===== config.mk =====
export PLATFORM = sky130hd
export DESIGN_NAME = otsu_ram
export DESIGN_NICKNAME = d
export VERILOG_FILES = /design/src/hw/rtl/otsu_ram.sv
export SDC_FILE = /design/constraint.sdc
export NUM_CORES = 2
export LEC_CHECK = 0
export BUFFER_PORTS_ARGS = -buffer_cell sky130_fd_sc_hd__buf_2
export CAP_MARGIN = 20
export CORE_UTILIZATION = 34
export DETAILED_ROUTE_END_ITERATION = 6
export GPL_ROUTABILITY_DRIVEN = 1
export PLACE_DENSITY_LB_ADDON = 0.3
export REMOVE_ABC_BUFFERS = 1
export SKIP_CTS_REPAIR_TIMING = 1
export SYNTH_ARGS = -nofsm -noshare
export SYNTH_HDL_FRONTEND = slang
export SYNTH_SLANG_ARGS = --single-unit

===== constraint.sdc =====
create_clock -name clk_i -period 2.38 [get_ports clk_i]
set_input_delay 0.119 -clock clk_i [delete_from_list [all_inputs] [get_ports clk_i]]
set_output_delay 0.119 -clock clk_i [all_outputs]
set_load 0.05 [all_outputs]

===== src/hw/rtl/otsu_ram.sv =====
// Generic single-port-write, single-port-read RAM with registered read data.
module otsu_ram #(
  parameter int unsigned WIDTH = 8,
  parameter int unsigned DEPTH = 256
) (
  input  logic                     clk_i,
  input  logic                     we_i,
  input  logic [$clog2(DEPTH)-1:0] waddr_i,
  input  logic [WIDTH-1:0]         wdata_i,
  input  logic [$clog2(DEPTH)-1:0] raddr_i,
  output logic [WIDTH-1:0]         rdata_o
);

  logic [WIDTH-1:0] mem_q [DEPTH];
  logic [WIDTH-1:0] rdata_q;

  // read returns the old data on a same-address write
  always_ff @(posedge clk_i) begin
    if (we_i) begin
      mem_q[waddr_i] <= wdata_i;
    end
    rdata_q <= mem_q[raddr_i];
  end

  assign rdata_o = rdata_q;

endmodule


; ---- Word-level counts from Yosys, hierarchy flattened
; Memory sizes are Yosys's and may differ from the RTL's. A register that Yosys moved wholly into a read port is not among the register bits.
; Index checks and enable logic that the tools add are counted.
[classes]
mux = 2
[op_table]
columns = op, count
row1 = 1-bit two-way mux, 2
[word_totals]
n_memories = 1
input_bits = 26
reg_bits = 0
out_inout_bits = 8
word_cells = 3
mem_bits_rw = 2048
[memory_table]
columns = memory, depth, width, read_ports, rd_clocked_by_memory_dff, write_ports, line_no
row1 = mem_q, 256, 8, 1, 1, 1, 14  ; logic [WIDTH-1:0] mem_q [DEPTH];

; ---- Depth between registers and ports, before layout
[depth]
ltp_word = 2
mapped_depth = 11
depth_no_buf = 6

; ---- Worst setup path after synthesis
; Ideal clock, no wire load.
[synth_path]
path_type = input-to-reg
start = input raddr_i[0]
end = register rdata_q[2] (netlist: rdata_o[2]) (read register of mem_q)
n_path_buf = 4
required_ps = 2249
setup_time_ps = 131
stages = 9
setup_slack_ps = 323
t_arrival_ps = 1926
cell_sequence = buf_6 > buf_12 > buf_8 > buf_2 > mux4_2 > a22oi_1 > a21oi_1 > nor4_1 > nor4_2
[synth_rtl]
columns = item, line_no
row1 = "start, declared", 10  ; input logic [$clog2(DEPTH)-1:0] raddr_i,
row2 = "end, declared", 15  ; logic [WIDTH-1:0] rdata_q;

==> metrics.csv <==
metric;value;unit
RSZ-0062 raised after global routing;false;
finished layout cell area;0.09533;mm^2
worst-path fanout max;1;
clk_lat worst skew;850;ps
critical path required time;3110;ps
P_sw;16610;uW
Post-synth EDFFs;2048;
vias in the first global route;41550;
Area Growth Syn to Fin;19.82;%
first-pass GRT wire length;304700;um
final wirelength;213500;um
startpoint types;flop;
Top FF cell, synth;edfxtp_1;
Crit Path Category;reg -> reg;
area post-placement;0.08847;mm^2
Peak VDD IR;0.5975;mV
crit-path cells;mux4_2 -> mux4_2 -> nor2b_1 -> nor4_1 -> buf_4 -> nor4_2;
run status;complete, no violations;
Seq/Total Area, Yosys;77.50;%
pre-CTS setup slack;-1018;ps
FF-to-FF path depth;6;
Hold WC Path Type;in -> reg;
cells after synthesis;3733;
detailed-route DRC error count;0;
Wirelength per Cell;27.73;um
initial antenna violation count;16;
core area;0.2325;mm^2
crit path time final;2271;ps
asr flop ratio synth;0;%
slowest CP cell;mux4_2;
gr ovfl total;0;
root buf cell;clkbuf_16;
CP dominant cell by count;mux4_2;
die height;485.7;um
skew final;53.65;ps
max incr delay on CP;570;ps
initial core utilization;34.21;%
site row count;177;
Synth cell types;55;
routability cong.;0.8534;
relative slew slack;45.22;%
FMAX;440.2;MHz
clock edge transition at the registers on the reported setup and hold paths;60;ps
Routed Antenna Nets;0;
critical path capture point type;flop;
Flop pwr share;52.3;%
endpoints failing setup;0;
Port Buffers;33;
Least-Margin Pin Slew;819.7;ps
clock power share;42.0;%
Final period util;95.44;%
max-cap violation count;0;
DRT Pass-1 Iters;5;
Pint;59850;uW
via/cell ratio;5.296;
Logic pwr share;5.7;%
worst hold stages;4;
Num CTS Buffers;206;
Syn Area/Cell;21.31;um^2
nets;4505;
commonest non-fill, non-tap cell in the layout;edfxtp_1;
leakage power;0.03071;uW
GR Util All Layers;17.99;%
die area;0.2359;mm^2
largest net degree at the start of global routing;80;
number of DRC markers in iteration 0;4129;
switching share of power;21.72;%
Final HPWL DP;138300;um
mapped cell area;0.07956;mm^2
DIE WIDTH;485.7;um
via count;40780;
setup ws final;108.5;ps
CTS H-tree lvls;4;
setup TNS;0;ps
most frequent cells in the layout;2048 x edfxtp_1, 670 x buf_4, 454 x mux4_2;
Hold Violations, Final;0;
share of layout cells above drive strength 1;33.19;%
TritonCTS clock tree;yes;
synthesis warning total;0;
CTS sink count;2056;
Pwr per Cell Area;802.0;mW/mm^2
Final Max Tran Viols;0;
IO Count;34;
FF+latch count, synth;2056;
Crit path arrival time;3000;ps
clock buffer depth;3;
[routing by layer]
metal	track usage, %	vias to the layer above	wire length [um]
met2	29.68	1458	104700
met5	0	-	0
met4	4.777	0	4980
met1	24.63	21850	89310
met3	3.002	276	14470
li1	-	17200	-
[Yosys cell counts (all sizes together) (2+ instances only)]
cell,count,area [um^2]
buf,122,1032
o22a,5,43.79
a22oi,133,998.5
clkbuf,111,416.7
nor4,27,187.7
mux2i,134,1341
a22o,8,70.07
a31oi,2,12.51
a211oi,16,120.1
edfxtp,2048,61500
o21ai,12,60.06
a2111oi,5,52.55
o221ai,47,417.9
nor2b,31,193.9
a311oi,2,17.52
nand4,10,62.56
nand3,34,170.2
nand2,33,123.9
and2,6,37.54
o22ai,28,175.2
nand3b,2,15.01
a21oi,96,480.5
mux4,456,10280
or2,4,25.02
dfxtp,8,160.2
nor2,282,1059
a221oi,14,128.9
nor3,22,110.1
o32ai,5,51.30
o211ai,10,75.07
and3b,2,17.52
nand2b,8,50.05
[state kept, by name (all words and copies together), names as in the netlist]
name / flops
mem_q: 2048
rdata_o: 8
[critical path, delay by kind of cell (launching register included)]
family	cells	cell delay, ps
multiplexers	2	1110
AND/OR/NAND/NOR	3	520
flip-flops	1	360
buffers and inverters	1	200
[per-stage QoR]
| step | hold WS, ps | cells | util [%] | total power (uW) |
|---|---|---|---|---|
| final | 23.93 | 7700 | 40.99 | 76450 |
| after global routing | 12.95 | 7695 | 40.99 | 78510 |
| after CTS | -342.9 | 7686 | 40.93 | 77060 |
| after detailed placement | 574.9 | 7305 | 38.05 | 45140 |
| after global placement | 568.1 | 7305 | 38.05 | 45100 |
| after floorplan | 217.9 | 3500 | - | 42210 |
[layout make-up]
cell class              count  area, um^2
fillers                 20460      137200
flip-flops and latches   2056       61660
multi-input cells        1442       16550
repair buffers            771        6596
clock buffers             259        5487
well taps                3043        3807
clock inverters           122        1210
diodes                      5       12.51
inverters                   2       7.507
[power by group through the flow]
stage	Sequential, uW	Combinational, uW	Clock (uW)
after floorplan	40800	1400	0
after global placement	40800	4330	0
after detailed placement	40800	4370	0
after CTS	40000	4380	32700
after global routing	40000	4590	33900
final	40000	4350	32100
[path summary, 6_finish.rpt]
| check | endpoint | from | slack [ps] |
|---|---|---|---|
| worst max-delay path | rdata_o[2] | mem_q[67][2] | 110 |
| worst min-delay path | mem_q[167][4] | waddr_i[0] | 20 |
| worst max register to register | rdata_o[2] | mem_q[67][2] | 110 |
| worst min register to register | rdata_o[5] | mem_q[59][5] | 1110 |
[cells by family after synthesis]
kind of cell           share of synthesized area [%]
AOI/OAI and AO/OA                              3.419
buffers and inverters                          1.831
DFF                                            77.50
muxes                                          14.62
and+or+nand+nor                                2.628
(Power assumes the default switching activity.)
